`config.mk`:
```
export PLATFORM = sky130hd
export DESIGN_NAME = json_string_unescaper_core
export DESIGN_NICKNAME = d
export VERILOG_FILES = /design/src/rtl/jsu_pkg.sv /design/src/rtl/json_string_unescaper_core.sv /design/src/rtl/jsu_decode.sv /design/src/rtl/jsu_run_buf.sv
export SDC_FILE = /design/constraint.sdc
export NUM_CORES = 1
export LEC_CHECK = 0
export CORE_ASPECT_RATIO = 2
export CORE_MARGIN = 1.5
export CORE_UTILIZATION = 35
export DETAILED_ROUTE_END_ITERATION = 8
export DONT_BUFFER_PORTS = 1
export GPL_TIMING_DRIVEN = 0
export PLACE_DENSITY = 0.58
export SYNTH_ARGS = -nofsm -noshare
export SYNTH_HDL_FRONTEND = slang
export SYNTH_HIERARCHICAL = 1
export SYNTH_SLANG_ARGS = --single-unit
```
`constraint.sdc`:
```
create_clock -name clk -period 3.12 [get_ports clk]
set_clock_uncertainty 0.05 [all_clocks]
set_input_delay 0.312 -clock clk [delete_from_list [all_inputs] [get_ports clk]]
set_output_delay 0.312 -clock clk [all_outputs]
set_load 0.05 [all_outputs]
```
`src/rtl/jsu_pkg.sv`:
```
package jsu_pkg;

  // Parse phase of the unescaper.
  typedef enum logic [1:0] {
    PH_IDLE = 2'd0,
    PH_STR  = 2'd1,
    PH_ESC  = 2'd2,
    PH_HEX  = 2'd3
  } phase_t;

  // Result kind codes.
  typedef enum logic [1:0] {
    KIND_DATA  = 2'd0,
    KIND_CLOSE = 2'd1,
    KIND_ERROR = 2'd2
  } kind_t;

  localparam int unsigned MaxResults = 3;

  // Character constants.
  localparam logic [7:0] ChQuote     = 8'h22;
  localparam logic [7:0] ChBackslash = 8'h5C;
  localparam logic [7:0] ChSlash     = 8'h2F;
  localparam logic [7:0] ChLowB      = 8'h62;
  localparam logic [7:0] ChLowF      = 8'h66;
  localparam logic [7:0] ChLowN      = 8'h6E;
  localparam logic [7:0] ChLowR      = 8'h72;
  localparam logic [7:0] ChLowT      = 8'h74;
  localparam logic [7:0] ChLowU      = 8'h75;
  localparam logic [7:0] ChSpace     = 8'h20;

  // UTF-8 lead and continuation marks.
  localparam logic [7:0] Utf8Lead2 = 8'hC0;
  localparam logic [7:0] Utf8Lead3 = 8'hE0;
  localparam logic [7:0] Utf8Cont  = 8'h80;

  // Input beat.
  typedef struct packed {
    logic [7:0] in_byte;
    logic       input_end;
  } in_t;

  // Result beat.
  typedef struct packed {
    logic [7:0] out_byte;
    kind_t      kind;
    logic       last_of_run;
  } out_t;

  // Results caused by one input beat, in order from index 0.
  typedef struct packed {
    out_t [MaxResults-1:0] res;
    logic [1:0]            count;
  } run_t;

endpackage

```
`src/rtl/json_string_unescaper_core.sv`:
```
// Results of a beat go through the run register, then the output register, to dst.
// Throughput: one input beat per cycle while each beat gives at most one result
// and dst is not stalled; a beat that decodes to a multi-byte UTF-8 run stalls
// the input until the last result of that run is moving to the output register.
// The single output register sets the rate: one result a cycle unless dst stalls.
// Reset (rst, synchronous): waits for an opening quote, clears hex state and buffers.
module json_string_unescaper_core (
  input  logic          clk,
  input  logic          rst,
  input  logic          src_valid,
  output logic          src_stall,
  input  jsu_pkg::in_t  src_data,
  output logic          dst_valid,
  input  logic          dst_stall,
  output jsu_pkg::out_t dst_data
);

  jsu_pkg::phase_t phase;
  jsu_pkg::phase_t phase_next;
  logic [1:0]      hex_digits_seen;
  logic [1:0]      hex_digits_seen_next;
  logic [15:0]     code_point;
  logic [15:0]     code_point_next;
  jsu_pkg::run_t   run;
  logic            can_load;
  logic            accept;

  assign src_stall = !can_load;
  assign accept    = src_valid && can_load;

  // Escape decode for the incoming beat.
  jsu_decode u_decode (
    .beat                 (src_data),
    .phase                (phase),
    .hex_digits_seen      (hex_digits_seen),
    .code_point           (code_point),
    .phase_next           (phase_next),
    .hex_digits_seen_next (hex_digits_seen_next),
    .code_point_next      (code_point_next),
    .run                  (run)
  );

  // Parser state advances on each accepted beat.
  always_ff @(posedge clk) begin
    if (rst) begin
      phase           <= jsu_pkg::PH_IDLE;
      hex_digits_seen <= 2'd0;
      code_point      <= 16'd0;
    end else if (accept) begin
      phase           <= phase_next;
      hex_digits_seen <= hex_digits_seen_next;
      code_point      <= code_point_next;
    end
  end

  // Result run and output register.
  jsu_run_buf u_run_buf (
    .clk       (clk),
    .rst       (rst),
    .load      (accept),
    .run_in    (run),
    .can_load  (can_load),
    .out_valid (dst_valid),
    .out_stall (dst_stall),
    .out_data  (dst_data)
  );

endmodule

```
`src/rtl/jsu_decode.sv`:
```
module jsu_decode (
  input  jsu_pkg::in_t    beat,
  input  jsu_pkg::phase_t phase,
  input  logic [1:0]      hex_digits_seen,
  input  logic [15:0]     code_point,
  output jsu_pkg::phase_t phase_next,
  output logic [1:0]      hex_digits_seen_next,
  output logic [15:0]     code_point_next,
  output jsu_pkg::run_t   run
);

  logic [7:0]  c;
  logic        hex_ok;
  logic [3:0]  hex_val;
  logic [15:0] cp;
  logic        is_space;
  logic        esc_ok;
  logic [7:0]  esc_byte;

  assign c = beat.in_byte;

  // Hex digit value of the current byte.
  always_comb begin
    hex_ok  = 1'b1;
    hex_val = 4'd0;
    if (c inside {[8'h30:8'h39]}) begin
      hex_val = c[3:0];
    end else if (c inside {[8'h61:8'h66], [8'h41:8'h46]}) begin
      hex_val = c[3:0] + 4'd9;
    end else begin
      hex_ok = 1'b0;
    end
  end

  assign cp       = {code_point[11:0], hex_val};
  assign is_space = c inside {jsu_pkg::ChSpace, [8'h09:8'h0D]};

  // Single-letter escape table.
  always_comb begin
    esc_ok   = 1'b1;
    esc_byte = c;
    case (c)
      jsu_pkg::ChQuote, jsu_pkg::ChBackslash, jsu_pkg::ChSlash: esc_byte = c;
      jsu_pkg::ChLowB: esc_byte = 8'h08;
      jsu_pkg::ChLowF: esc_byte = 8'h0C;
      jsu_pkg::ChLowN: esc_byte = 8'h0A;
      jsu_pkg::ChLowR: esc_byte = 8'h0D;
      jsu_pkg::ChLowT: esc_byte = 8'h09;
      default: esc_ok = 1'b0;
    endcase
  end

  // Next phase and gathered code point.
  always_comb begin
    phase_next           = phase;
    hex_digits_seen_next = hex_digits_seen;
    code_point_next      = code_point;
    if (beat.input_end) begin
      phase_next           = jsu_pkg::PH_IDLE;
      hex_digits_seen_next = 2'd0;
      code_point_next      = 16'd0;
    end else begin
      case (phase)
        jsu_pkg::PH_IDLE: begin
          if (c == jsu_pkg::ChQuote) begin
            phase_next = jsu_pkg::PH_STR;
          end
        end
        jsu_pkg::PH_STR: begin
          if (c == jsu_pkg::ChQuote || c < jsu_pkg::ChSpace) begin
            phase_next           = jsu_pkg::PH_IDLE;
            hex_digits_seen_next = 2'd0;
            code_point_next      = 16'd0;
          end else if (c == jsu_pkg::ChBackslash) begin
            phase_next = jsu_pkg::PH_ESC;
          end
        end
        jsu_pkg::PH_ESC: begin
          hex_digits_seen_next = 2'd0;
          code_point_next      = 16'd0;
          if (c == jsu_pkg::ChLowU) begin
            phase_next = jsu_pkg::PH_HEX;
          end else if (esc_ok) begin
            phase_next = jsu_pkg::PH_STR;
          end else begin
            phase_next = jsu_pkg::PH_IDLE;
          end
        end
        default: begin
          if (!hex_ok) begin
            phase_next           = jsu_pkg::PH_IDLE;
            hex_digits_seen_next = 2'd0;
            code_point_next      = 16'd0;
          end else if (hex_digits_seen == 2'd3) begin
            phase_next           = jsu_pkg::PH_STR;
            hex_digits_seen_next = 2'd0;
            code_point_next      = 16'd0;
          end else begin
            hex_digits_seen_next = hex_digits_seen + 2'd1;
            code_point_next      = cp;
          end
        end
      endcase
    end
  end

  // Results of this beat; the last one carries the run end flag.
  always_comb begin
    run = '0;
    if (beat.input_end) begin
      if (phase != jsu_pkg::PH_IDLE) begin
        run.res[0].kind = jsu_pkg::KIND_ERROR;
        run.count       = 2'd1;
      end
    end else begin
      case (phase)
        jsu_pkg::PH_IDLE: begin
          if (c != jsu_pkg::ChQuote && !is_space) begin
            run.res[0].kind = jsu_pkg::KIND_ERROR;
            run.count       = 2'd1;
          end
        end
        jsu_pkg::PH_STR: begin
          if (c == jsu_pkg::ChQuote) begin
            run.res[0].kind = jsu_pkg::KIND_CLOSE;
            run.count       = 2'd1;
          end else if (c < jsu_pkg::ChSpace) begin
            run.res[0].kind = jsu_pkg::KIND_ERROR;
            run.count       = 2'd1;
          end else if (c != jsu_pkg::ChBackslash) begin
            run.res[0].out_byte = c;
            run.count           = 2'd1;
          end
        end
        jsu_pkg::PH_ESC: begin
          if (c != jsu_pkg::ChLowU) begin
            if (esc_ok) begin
              run.res[0].out_byte = esc_byte;
            end else begin
              run.res[0].kind = jsu_pkg::KIND_ERROR;
            end
            run.count = 2'd1;
          end
        end
        default: begin
          if (!hex_ok) begin
            run.res[0].kind = jsu_pkg::KIND_ERROR;
            run.count       = 2'd1;
          end else if (hex_digits_seen == 2'd3) begin
            // UTF-8 encoding of the completed code point.
            if (cp[15:7] == 9'd0) begin
              run.res[0].out_byte = {1'b0, cp[6:0]};
              run.count           = 2'd1;
            end else if (cp[15:11] == 5'd0) begin
              run.res[0].out_byte = jsu_pkg::Utf8Lead2 | {3'd0, cp[10:6]};
              run.res[1].out_byte = jsu_pkg::Utf8Cont | {2'd0, cp[5:0]};
              run.count           = 2'd2;
            end else begin
              run.res[0].out_byte = jsu_pkg::Utf8Lead3 | {4'd0, cp[15:12]};
              run.res[1].out_byte = jsu_pkg::Utf8Cont | {2'd0, cp[11:6]};
              run.res[2].out_byte = jsu_pkg::Utf8Cont | {2'd0, cp[5:0]};
              run.count           = 2'd3;
            end
          end
        end
      endcase
    end
    run.res[0].last_of_run = (run.count == 2'd1);
    run.res[1].last_of_run = (run.count == 2'd2);
    run.res[2].last_of_run = (run.count == 2'd3);
  end

endmodule

```
`src/rtl/jsu_run_buf.sv`:
```
module jsu_run_buf (
  input  logic           clk,
  input  logic           rst,
  input  logic           load,
  input  jsu_pkg::run_t  run_in,
  output logic           can_load,
  output logic           out_valid,
  input  logic           out_stall,
  output jsu_pkg::out_t  out_data
);

  logic [1:0]                              count;
  jsu_pkg::out_t [jsu_pkg::MaxResults-1:0] res;
  logic                                    pop;

  // Move the head of the run into the output register when it is free.
  assign pop      = (count != 2'd0) && (!out_valid || !out_stall);
  assign can_load = (count == 2'd0) || (count == 2'd1 && pop);

  // Run register: loaded with a whole beat's results, drained one a cycle while the output register is free.
  always_ff @(posedge clk) begin
    if (rst) begin
      count <= 2'd0;
    end else if (load) begin
      count <= run_in.count;
    end else if (pop) begin
      count <= count - 2'd1;
    end
  end

  always_ff @(posedge clk) begin
    if (load) begin
      res <= run_in.res;
    end else if (pop) begin
      res[0] <= res[1];
      res[1] <= res[2];
    end
  end

  // Output register.
  always_ff @(posedge clk) begin
    if (rst) begin
      out_valid <= 1'b0;
    end else if (pop) begin
      out_valid <= 1'b1;
    end else if (!out_stall) begin
      out_valid <= 1'b0;
    end
  end

  always_ff @(posedge clk) begin
    if (pop) begin
      out_data <= res[0];
    end
  end

endmodule

```
After elaboration in Yosys (flattened, before gate mapping) --
Index checks and enable logic that the tools add are counted.
Operators by class: bitwise gates (word level) 2, add/subtract/negate cells 3, equal/unequal tests 26, multiplexer cells 69, magnitude comparators 9, reductions and logical operators 30
Operator list (count):
- 8-bit two-way mux | 14
- 8-bit by 7-bit == test with 1-bit output (second input constant) | 7
- 2-bit two-way mux | 26
- 12-bit two-way mux | 4
- 22-bit two-way mux | 2
- 8-bit case mux with 5 select lines | 1
- 12-bit case mux with 3 select lines | 1
- 8-bit by 6-bit == test with 1-bit output (second input constant) | 3
- 2-bit case mux with 3 select lines | 4
- 8-bit case mux with 3 select lines | 1
- 8-bit by 7-bit greater-or-equal comparator with 1-bit output (second input constant) | 2
- 8-bit by 7-bit less-or-equal comparator with 1-bit output (second input constant) | 2
- 8-bit by 7-bit != test with 1-bit output (second input constant) | 2
- 8-bit OR reduction | 2
- 6-bit two-way mux | 2
- 1-bit two-way mux | 11
- 10-bit two-way mux | 1
- 2-bit nonzero test | 5
- 9-bit logical NOT | 1
- 2-bit == test (second input constant) | 4
- 8-bit by 4-bit greater-or-equal comparator with 1-bit output (second input constant) | 1
- 8-bit by 6-bit greater-or-equal comparator with 1-bit output (second input constant) | 1
- 8-bit by 4-bit less-or-equal comparator with 1-bit output (second input constant) | 1
- 8-bit by 6-bit less-or-equal comparator with 1-bit output (second input constant) | 1
- 22 further kinds | 40
Storage, ports and cells: word-level logic and storage cells 155, output and inout bits 13, input port bits 13, register bits 59

Depth between registers and ports, before layout --
Gate-level depths: netlist of run 1.
word-level depth 12, mapped depth 11, gate-level depth less buffers 10

Cells and area by module --
The synthesis of run 1 kept the hierarchy.
Modules (own cells, without submodules):
- jsu_run_buf | seq. area each 1381.3 µm², times used 1, cells each 89, area an instance 1825.5 µm²
- jsu_decode | seq. area each 0.0 µm², times used 1, cells each 249, area an instance 1605.3 µm²
- json_string_unescaper_core | seq. area each 400.4 µm², times used 1, cells each 94, area an instance 975.9 µm²

Worst setup path before layout of run 1 --
OpenSTA, ideal clock, no wires.
path type register -> register, start point register u_run_buf.out_valid, end point register u_run_buf/res[0] (netlist name) (enable), period minus slack after synthesis 2.705 ns, arrival time 2.350 ns, slack 0.415 ns, required time 2.765 ns, stages on the path, launching flop included 9, buffers on the path 4, setup time 0.305 ns, path through dfxtp_1 -> nand2_1 -> a21o_1 -> buf_4 -> buf_2 -> and2_1 -> buf_6 -> buf_6 -> or2_2
On the way: word-level cells in the longest chain between the ends 7
RTL lines:
- start: declaration | RTL line jsu_run_buf.sv:7 | output logic out_valid,
- start signal: assignment | RTL line jsu_run_buf.sv:43 | out_valid <= 1'b0;
- start signal: assignment | RTL line jsu_run_buf.sv:45 | out_valid <= 1'b1;
- start signal: assignment | RTL line jsu_run_buf.sv:47 | out_valid <= 1'b0;
- 1-bit logical NOT | RTL line jsu_run_buf.sv:17 | assign pop = (count != 2'd0) && (!out_valid || !out_stall);
- 1-bit logical OR | RTL line jsu_run_buf.sv:17
- 1-bit logical AND | RTL line jsu_run_buf.sv:17
- 1-bit logical AND | RTL line jsu_run_buf.sv:18 | assign can_load = (count == 2'd0) || (count == 2'd1 && pop);
- 1-bit logical OR | RTL line jsu_run_buf.sv:18
- net can_load | RTL line json_string_unescaper_core.sv:25 | logic can_load;
- 1-bit logical AND | RTL line json_string_unescaper_core.sv:29 | assign accept = src_valid && can_load;
- net accept | RTL line json_string_unescaper_core.sv:26 | logic accept;
- 2-bit nonzero test (no line)
- end signal: assignment | RTL line jsu_run_buf.sv:33 | res <= run_in.res;
- end: declaration | RTL line jsu_run_buf.sv:13 | jsu_pkg::out_t [jsu_pkg::MaxResults-1:0] res;
The timed path passes the listed nets, and every way through them passes these cells. A chain may end at the register's enable or synchronous reset.

Final worst setup path of run 1 --
start point register u_run_buf.out_valid, end point register u_run_buf/res[11] (netlist name) (enable)
Same word-level chain as after synthesis.

==> impl_metrics.env, run 1 <==
export IMPL_run_status="complete, no violations"
export IMPL_grt_setup_unrepaired="no"
export IMPL_n_fill_cell=1125
export IMPL_max_slew_worst_pin_slew_ns=0.901
export IMPL_clkSinkCount=63
export IMPL_synth_yosys_warnings=6
export IMPL_area_delta_synth_final_pct=13.6
export IMPL_pin_count_of_the_biggest_net_entering_global_routing=23
export IMPL_clkLatencyLatePin_ns=0.33
export IMPL_global_route_wire_length_before_repair_mm=17.1
export IMPL_ctsLongestPathBuffers=2
export IMPL_routed_wirelength_mm=10.9
export IMPL_powerDensity_mw_per_mm2=776
export IMPL_gp_congestion=0.907
export IMPL_postSynthAreaPerCell_um2=10.3
export IMPL_overall_routing_resource_usage_pct=18.5
export IMPL_layout_common_cells="edfxtp_1, nor2_1, nand3_1, a21oi_1"
export IMPL_remaining_drc_errors=0
export IMPL_place_detailed_hpwl_mm=8.28
export IMPL_slew_headroom_pct=39.4
export IMPL_drive_gt1_share_pct=26.5
export IMPL_worst_setup_sp_type="flip-flop"
export IMPL_period_share_pct=87.0
export IMPL_crit_fanout=22
export IMPL_detail_route_iter0_violations=210
export IMPL_achievable_frequency_mhz=369
export IMPL_clock_tree_from_tritoncts="done"
export IMPL_via_per_inst=5.64
export IMPL_timing_max_transition_violations_final=0
export IMPL_firstDrtPassIters=5
export IMPL_worst_endpoint_required_ns=3.08
export IMPL_clock_root_buffer_master="clkbuf_16"
export IMPL_pre_cts_ws_ns=0.0821
export IMPL_syn_inst=404
export IMPL_setup_total_negative_slack_ns=0
export IMPL_timing_final_hold_violations=0
export IMPL_grt_pass1_vias=3281
export IMPL_core_rowCount=56
export IMPL_cts_buffers=9
export IMPL_multi_input_area_mm2=0.00216
export IMPL_ant_diodes=0
export IMPL_worstPathArrival_ns=2.68
export IMPL_die_x_um=80.2
export IMPL_io_pins=26
export IMPL_setup_violations_final=0
export IMPL_worst_hold_path_type="primary input to flip-flop"
export IMPL_timing_critical_path_to_type="flip-flop"
export IMPL_min_period_ns=2.71
export IMPL_postLayoutSetupSlackWorst_ns=0.407
export IMPL_power_leakage_nw=1.67
export IMPL_hold_ws_ns=0.0337
export IMPL_initial_core_util_pct=35.6
export IMPL_total_of_max_cap_violations=0
export IMPL_num_nets_final=442
export IMPL_count_of_buffers_added_by_post_cts_timing_repair_for_setup=0
export IMPL_port_buffer_count=0
export IMPL_num_vias=3223
export IMPL_routed_wire_length_per_instance_um=19.1
export IMPL_synthesis_area_mm2=0.00417
export IMPL_floorplan_core_area_mm2=0.0117
export IMPL_ir_worst_vdd_uv=503
export IMPL_antenna_found_initial=0
export IMPL_mostFrequentLayoutCell="edfxtp_1"
export IMPL_cts_htree_levels=3
export IMPL_design_die_area_mm2=0.0126
export IMPL_die_h_um=157
export IMPL_grt_ovfl_total=0
export IMPL_drtAntennaViolNets=0
export IMPL_path_class="flip-flop to flip-flop"
export IMPL_seqCellArea_mm2=0.00170
export IMPL_cts_clk_slew_worst_paths_ns=0.06
## where the power goes
| part | leakage [nW] | switching [mW] | internal, mW |
|---|---|---|---|
| clock | 0.173 | 0.387 | 0.792 |
| sequential | 0.593 | 0.371 | 1.32 |
| combinational | 0.909 | 0.475 | 0.329 |
## cell type report
cell class | instances | area share, %
Clock buffer | 9 | 4.76
Buffer | 38 | 5.89
Inverter | 13 | 1.03
Tap cell | 145 | 3.83
Multi-Input combinational cell | 295 | 45.6
Timing Repair Buffer | 1 | 0.211
Clock inverter | 7 | 2.69
Sequential cell | 63 | 36.0
## worst paths after layout
path                       startpoint                     to  slack, ns  cells after the start
setup / recovery  u_run_buf/out_valid      u_run_buf/res[11]       0.41                      8
hold / removal                    rst     u_run_buf/count[1]       0.03                      1
setup reg to reg  u_run_buf/out_valid      u_run_buf/res[11]       0.41                      8
hold reg to reg      u_run_buf/res[1]  u_run_buf/out_data[1]       0.37                      0
## critical path, cell delays in order (launching register included)
cell and delay (ns):
dfxtp_2 0.52, nand2_1 0.13, a21o_1 0.23, buf_4 0.17, buf_2 0.16, and2_2 0.28, buf_6 0.19, buf_6 0.14
or2_2 0.51
## layer usage
metal | GRT usage, % | vias to the layer above | wire, um
li1 | - | 1535 | -
met2 | 34.4 | 96 | 6090
met1 | 16.9 | 1556 | 3750
met4 | 14.4 | 0 | 709
met5 | 0 | - | 0
met3 | 3.54 | 36 | 340
## registers in the layout (all words and copies together), names as in the netlist
register	flops
hex_digits_seen	2
phase	2
u_run_buf/out_data	11
u_run_buf/out_valid	1
u_run_buf/count	2
code_point	12
u_run_buf/res	33
## stage by stage
step | area, um2 | cells | utilization, % | total power [mW]
after global placement | 4370 | 554 | 37.4 | 2.49
after detailed placement | 4370 | 554 | 37.4 | 2.51
after CTS | 4730 | 571 | 40.5 | 3.71
final | 4740 | 571 | 40.5 | 3.67
after global routing | 4740 | 571 | 40.5 | 3.84
after floorplan | 4190 | 409 | - | 2.33
## what timing repair did
| action | CTS | global route |
|---|---|---|
| hold buffers | 1 | 0 |
| hold endpoints to repair | 1 | 0 |
| setup endpoints to repair | 0 | 22 |
| resized for setup | 0 | 2 |
(Power assumes the default switching activity.)
==> run 2: changes to the inputs <==
- ABC_AREA: not set -> 1
==> run 2 against run 1 <==
Effect of this change:
- worst setup slack gained 0.13 ns
- register-to-register slack gained 0.13 ns
- maximum frequency increased by 5.0%
- combinational power is 65% higher
- largest power group unchanged
==> impl_metrics.env, run 2 <==
export IMPL_pin_count_of_the_biggest_net_entering_global_routing=25
export IMPL_layout_common_cells="nand2_1, inv_1, nor2_1"
export IMPL_period_share_pct=82.8
export IMPL_synth_yosys_warnings=6
export IMPL_timing_critical_path_to_type="flip-flop"
export IMPL_path_class="flip-flop to flip-flop"
export IMPL_drtAntennaViolNets=0
export IMPL_largest_stage_delay_worst_path_ns=0.63
export IMPL_routed_wirelength_mm=11.1
export IMPL_grt_pass1_vias=3602
export IMPL_min_period_ns=2.58
export IMPL_syn_inst=575
export IMPL_count_of_buffers_added_by_post_cts_timing_repair_for_setup=0
export IMPL_final_area_mm2=0.00470
export IMPL_powerDensity_mw_per_mm2=906
export IMPL_p_int_mw=2.49
export IMPL_cts_htree_levels=3
export IMPL_largest_register_ffs=33
export IMPL_timing_final_hold_violations=0
export IMPL_firstDrtPassIters=5
export IMPL_floorplan_core_area_mm2=0.0116
export IMPL_power_leakage_nw=2.30
export IMPL_detail_route_iter0_violations=216
export IMPL_gp_congestion=0.943
export IMPL_switching_share_pct=41.5
export IMPL_clkSinkCount=63
export IMPL_crit_fanout=24
export IMPL_timing_max_transition_violations_final=0
export IMPL_power_combinational_fraction_pct=31.2
export IMPL_rr_worst_depth=12
export IMPL_worstPathArrival_ns=2.80
export IMPL_postSynthAreaPerCell_um2=7.24
export IMPL_mostFrequentLayoutCell="nand2_1"
export IMPL_instance_area_after_placement_mm2=0.00436
export IMPL_registers_with_the_most_flip_flops="u_run_buf/res: 33 flops, code_point: 12 flops, u_run_buf/out_data: 11 flops"
export IMPL_timing_critical_path_max_delay_family="simple AND/OR/NAND/NOR gates"
export IMPL_via_per_inst=4.90
export IMPL_max_slew_worst_pin_slew_ns=0.683
export IMPL_critPathBufInv=5
export IMPL_remaining_drc_errors=0
export IMPL_die_h_um=157
export IMPL_cts_buffers=9
export IMPL_design_die_area_mm2=0.0126
export IMPL_crit_chain="nand2_1 -> nand2_1 -> nand2_1 -> nand2_2 -> buf_2 -> inv_1 -> buf_6 -> inv_4 -> nand2_4 -> nand2_1 -> inv_1 -> nor2_1"
export IMPL_num_vias=3638
export IMPL_routed_wire_length_per_instance_um=14.9
export IMPL_setup_total_negative_slack_ns=0
export IMPL_grt_setup_unrepaired="no"
export IMPL_clkLatencyLatePin_ns=0.33
export IMPL_p_switching_mw=1.77
export IMPL_clock_power_share_pct=26.0
export IMPL_ir_worst_vdd_uv=501
export IMPL_cts_clk_slew_worst_paths_ns=0.06
export IMPL_worstHoldPathCells=3
export IMPL_synthesis_area_mm2=0.00416
export IMPL_run_status="complete, no violations"
export IMPL_antenna_found_initial=0
export IMPL_ctsLongestPathBuffers=2
export IMPL_initial_core_util_pct=35.8
export IMPL_clock_tree_from_tritoncts="done"
export IMPL_worst_hold_path_type="primary input to flip-flop"
export IMPL_setup_violations_final=0
export IMPL_worst_endpoint_required_ns=3.34
export IMPL_crit_path_frequent_cell="nand2_1"
export IMPL_place_detailed_hpwl_mm=8.64
export IMPL_power_frac_seq_pct=42.8
export IMPL_area_delta_synth_final_pct=13.0
export IMPL_io_pins=26
export IMPL_critPathSlowestCell="dfxtp_1"
export IMPL_largest_register="u_run_buf/res"
export IMPL_ant_diodes=0
export IMPL_port_buffer_count=0
export IMPL_grt_ovfl_total=0
export IMPL_worst_setup_sp_type="flip-flop"
export IMPL_path_depth=12
export IMPL_global_route_wire_length_before_repair_mm=17.7
export IMPL_num_nets_final=613
export IMPL_die_x_um=80.1
export IMPL_slew_headroom_pct=54.1
export IMPL_achievable_frequency_mhz=387
export IMPL_total_of_max_cap_violations=0
export IMPL_overall_routing_resource_usage_pct=18.8
export IMPL_clock_root_buffer_master="clkbuf_16"
export IMPL_drive_gt1_share_pct=14.4
export IMPL_core_rowCount=56
run 2: worst register-to-register path, cell delays in order, from the launching register on:
cell and delay, ns:
dfxtp_1 0.63, nand2_1 0.20, nand2_1 0.10, nand2_1 0.12
nand2_2 0.14, buf_2 0.19, inv_1 0.24, buf_6 0.24
inv_4 0.12, nand2_4 0.21, nand2_1 0.12, inv_1 0.05
nor2_1 0.10
run 2: layer usage:
metal	part of all wire (%)	wire [um]	track usage, %
met5	0	0	0
met4	6.3	697	12.8
met3	3.2	356	3.59
met2	55	6130	35.6
met1	35	3870	17.3
run 2: timing repair:
action                     CTS  global route
setup endpoints to repair    0             0
hold endpoints to repair     1             0
gates resized for setup      0             0
hold buffers                 1             0
run 2: final timing paths:
kind                       startpoint               endpoint  slack, ns
setup reg to reg  u_run_buf/out_valid     u_run_buf/count[1]       0.54
hold reg to reg      u_run_buf/res[9]  u_run_buf/out_data[9]       0.37
hold / removal                    rst     u_run_buf/count[0]       0.10
setup / recovery  u_run_buf/out_valid     u_run_buf/count[1]       0.54
run 2: power groups by stage:
stage          clock network [mW]  logic (mW)  registers (mW)
5_1_grt                      1.16        1.51            1.87
3_3_place_gp                    0        1.31            1.82
4_1_cts                      1.13        1.33            1.83
2_1_floorplan                   0        1.04            1.78
3_5_place_dp                    0        1.32            1.84
6_report                     1.11        1.33            1.82
run 2: metrics by stage:
stage | total power [mW] | worst slack (ns) | std cells | utilization [%] | hold WS (ns)
final | 4.26 | 0.536 | 742 | 40.4 | 0.102
after global routing | 4.54 | 0.258 | 742 | 40.4 | 0.110
after CTS | 4.30 | 0.459 | 742 | 40.4 | 0.0902
after detailed placement | 3.17 | 0.471 | 725 | 37.5 | 0.334
after global placement | 3.13 | 0.581 | 725 | 37.5 | 0.332
after floorplan | 2.83 | 0.987 | 580 | - | 0.331
run 2: area by class of cell:
cell class                      instances  area [um2]
Inverter                               97         367
Fill cell                            1253        6930
Buffer                                 27         201
Timing Repair Buffer                    1        10.0
Clock buffer                            9         225
Sequential cell                        63        1700
Tap cell                              145         181
Clock inverter                          7         104
Multi-Input combinational cell        393        1910
==> run 3: changes to the inputs <==
- ABC_AREA: 1 -> 0
- clock period: 3.12 -> 2.7 ns (I/O delays scaled with it)
==> run 3 against run 2 <==
Effect of this change:
- global-route usage is 0.28 points lower
- register-to-register slack got worse by 0.42 ns
- worst setup slack worse by 0.42 ns
- flip-flop and latch count unchanged
- first-iteration DRC count is 4.2% lower
- total power is 0.17% lower
- cell area grew 0.77%
- final cell count shrank 23%
- via count fell by 12%
- maximum frequency up 0.15%
- clock power grew 23%
- sequential power grew 7%
- critical path type unchanged
- critical endpoint is now u_run_buf/res[0]
- largest power group unchanged
- highest routed layer unchanged
==> impl_metrics.env, run 3 (same netlist as run 1, synthesis figures left out) <==
export IMPL_run_status="complete, no violations"
export IMPL_grt_pass1_vias=3276
export IMPL_clkSinkCount=63
export IMPL_routed_wire_length_per_instance_um=19.1
export IMPL_overall_routing_resource_usage_pct=18.5
export IMPL_cts_clk_slew_worst_paths_ns=0.06
export IMPL_min_period_ns=2.58
export IMPL_detail_route_iter0_violations=207
export IMPL_pre_cts_ws_ns=-0.338
export IMPL_largest_register_ffs=33
export IMPL_worst_endpoint_required_ns=2.73
export IMPL_ant_diodes=0
export IMPL_r2r_slack_ns=0.12
export IMPL_port_buffer_count=0
export IMPL_ctsLongestPathBuffers=2
export IMPL_grt_setup_unrepaired="no"
export IMPL_critPathSlowestCell="or4_4"
export IMPL_antenna_found_initial=0
export IMPL_worstPathArrival_ns=2.61
export IMPL_cts_buffers=9
export IMPL_firstDrtPassIters=4
export IMPL_die_h_um=157
export IMPL_power_leakage_nw=1.68
export IMPL_grt_ovfl_total=0
export IMPL_place_detailed_hpwl_mm=8.28
export IMPL_timing_max_transition_violations_final=0
export IMPL_rr_worst_depth=6
export IMPL_mostFrequentLayoutCell="edfxtp_1"
export IMPL_num_vias=3210
export IMPL_max_slew_worst_pin_slew_ns=0.912
export IMPL_finalCoreUtilization_pct=40.5
export IMPL_drive_gt1_share_pct=26.5
export IMPL_setup_violations_final=0
export IMPL_largest_stage_delay_worst_path_ns=0.57
export IMPL_largest_register="u_run_buf/res"
export IMPL_crit_chain="or4_4 -> or2_1 -> nor2_2 -> o21ai_0 -> o32a_1 -> mux2_4"
export IMPL_timing_final_hold_violations=0
export IMPL_core_rowCount=56
export IMPL_crit_fanout=5
export IMPL_clock_root_buffer_master="clkbuf_16"
export IMPL_io_pins=26
export IMPL_area_delta_synth_final_pct=13.7
export IMPL_total_of_max_cap_violations=0
export IMPL_initial_core_util_pct=35.6
export IMPL_non_filler_instance_count_after_layout=571
export IMPL_pin_count_of_the_biggest_net_entering_global_routing=23
export IMPL_achievable_frequency_mhz=388
export IMPL_postLayoutSetupSlackWorst_ns=0.120
export IMPL_worst_setup_sp_type="flip-flop"
export IMPL_hold_start="rst"
export IMPL_timing_critical_path_to_type="flip-flop"
export IMPL_post_place_cells=554
export IMPL_remaining_drc_errors=0
export IMPL_design_die_area_mm2=0.0126
export IMPL_critical_path_reg2reg_startpoint="code_point[7]"
export IMPL_clock_tree_from_tritoncts="done"
export IMPL_floorplan_core_area_mm2=0.0117
export IMPL_die_x_um=80.2
export IMPL_critPathBufInv=0
export IMPL_global_route_wire_length_before_repair_mm=17.1
export IMPL_hold_ws_ns=0.0450
export IMPL_timing_critical_path_max_delay_family="simple AND/OR/NAND/NOR gates"
export IMPL_crit_start="code_point[7]"
export IMPL_p_total_mw=4.25
export IMPL_ir_worst_vdd_uv=582
export IMPL_layout_common_cells="edfxtp_1, nor2_1, nand3_1, a21oi_1"
export IMPL_cts_htree_levels=3
export IMPL_registers_with_the_most_flip_flops="u_run_buf/res: 33 flops, code_point: 12 flops, u_run_buf/out_data: 11 flops"
export IMPL_worstReg2RegEnd="u_run_buf/res[0]"
export IMPL_count_of_buffers_added_by_post_cts_timing_repair_for_setup=0
export IMPL_worstHoldPathCells=2
export IMPL_worst_hold_path_type="primary input to flip-flop"
export IMPL_hold_end="u_run_buf/count[0]"
export IMPL_powerDensity_mw_per_mm2=898
export IMPL_num_nets_final=442
export IMPL_via_per_inst=5.62
export IMPL_period_share_pct=95.6
export IMPL_drtAntennaViolNets=0
export IMPL_path_class="flip-flop to flip-flop"
export IMPL_slew_headroom_pct=38.6
export IMPL_gp_congestion=0.907
export IMPL_clkLatencyLatePin_ns=0.33
export IMPL_routed_wirelength_mm=10.9
-- run 3: metrics by stage --
step	TNS, ns	area [um2]
finish	0	4740
global route	0	4740
CTS	0	4740
detailed placement	-8.44	4370
global placement	-6.74	4370
floorplan	0	4190
-- run 3: power by group --
part / switching (mW) / total (mW) / internal [mW] / leakage (nW)
sequential: 0.427 / 1.95 / 1.52 / 0.593
clock: 0.449 / 1.36 / 0.915 / 0.173
combinational: 0.549 / 0.939 / 0.391 / 0.911
total: 1.42 / 4.25 / 2.83 / 1.68
-- run 3: timing repair --
item,4_1_cts,5_1_grt
endpoints found under the setup margin,37,22
resized for setup,3,1
hold buffers,1,0
endpoints found under the hold margin,2,0
-- run 3: routing by layer --
layer	track usage, %	wire (um)	up-vias
li1	-	-	1532
met3	3.54	376	40
met2	34.5	6020	106
met1	16.8	3690	1532
met5	0	0	-
met4	14.4	804	0
-- run 3: worst max-delay path by stage --
stage,endpoint,slack (ns),cells past startpoint
3_3_place_gp,u_run_buf/res[20],-0.29,8
5_1_grt,u_run_buf/res[0],0.05,6
4_1_cts,u_run_buf/res[12],0.13,9
6_report,u_run_buf/res[0],0.12,6
3_5_place_dp,u_run_buf/res[20],-0.34,8
2_1_floorplan,u_run_buf/res[0],0.02,8
-- run 3: cell type report --
class	count	area [um2]
Fill cell	1128	6960
Multi-Input combinational cell	295	2160
Sequential cell	63	1700
Buffer	38	279
Clock buffer	9	225
Tap cell	145	181
Clock inverter	7	128
Inverter	13	48.8
Timing Repair Buffer	1	10.0
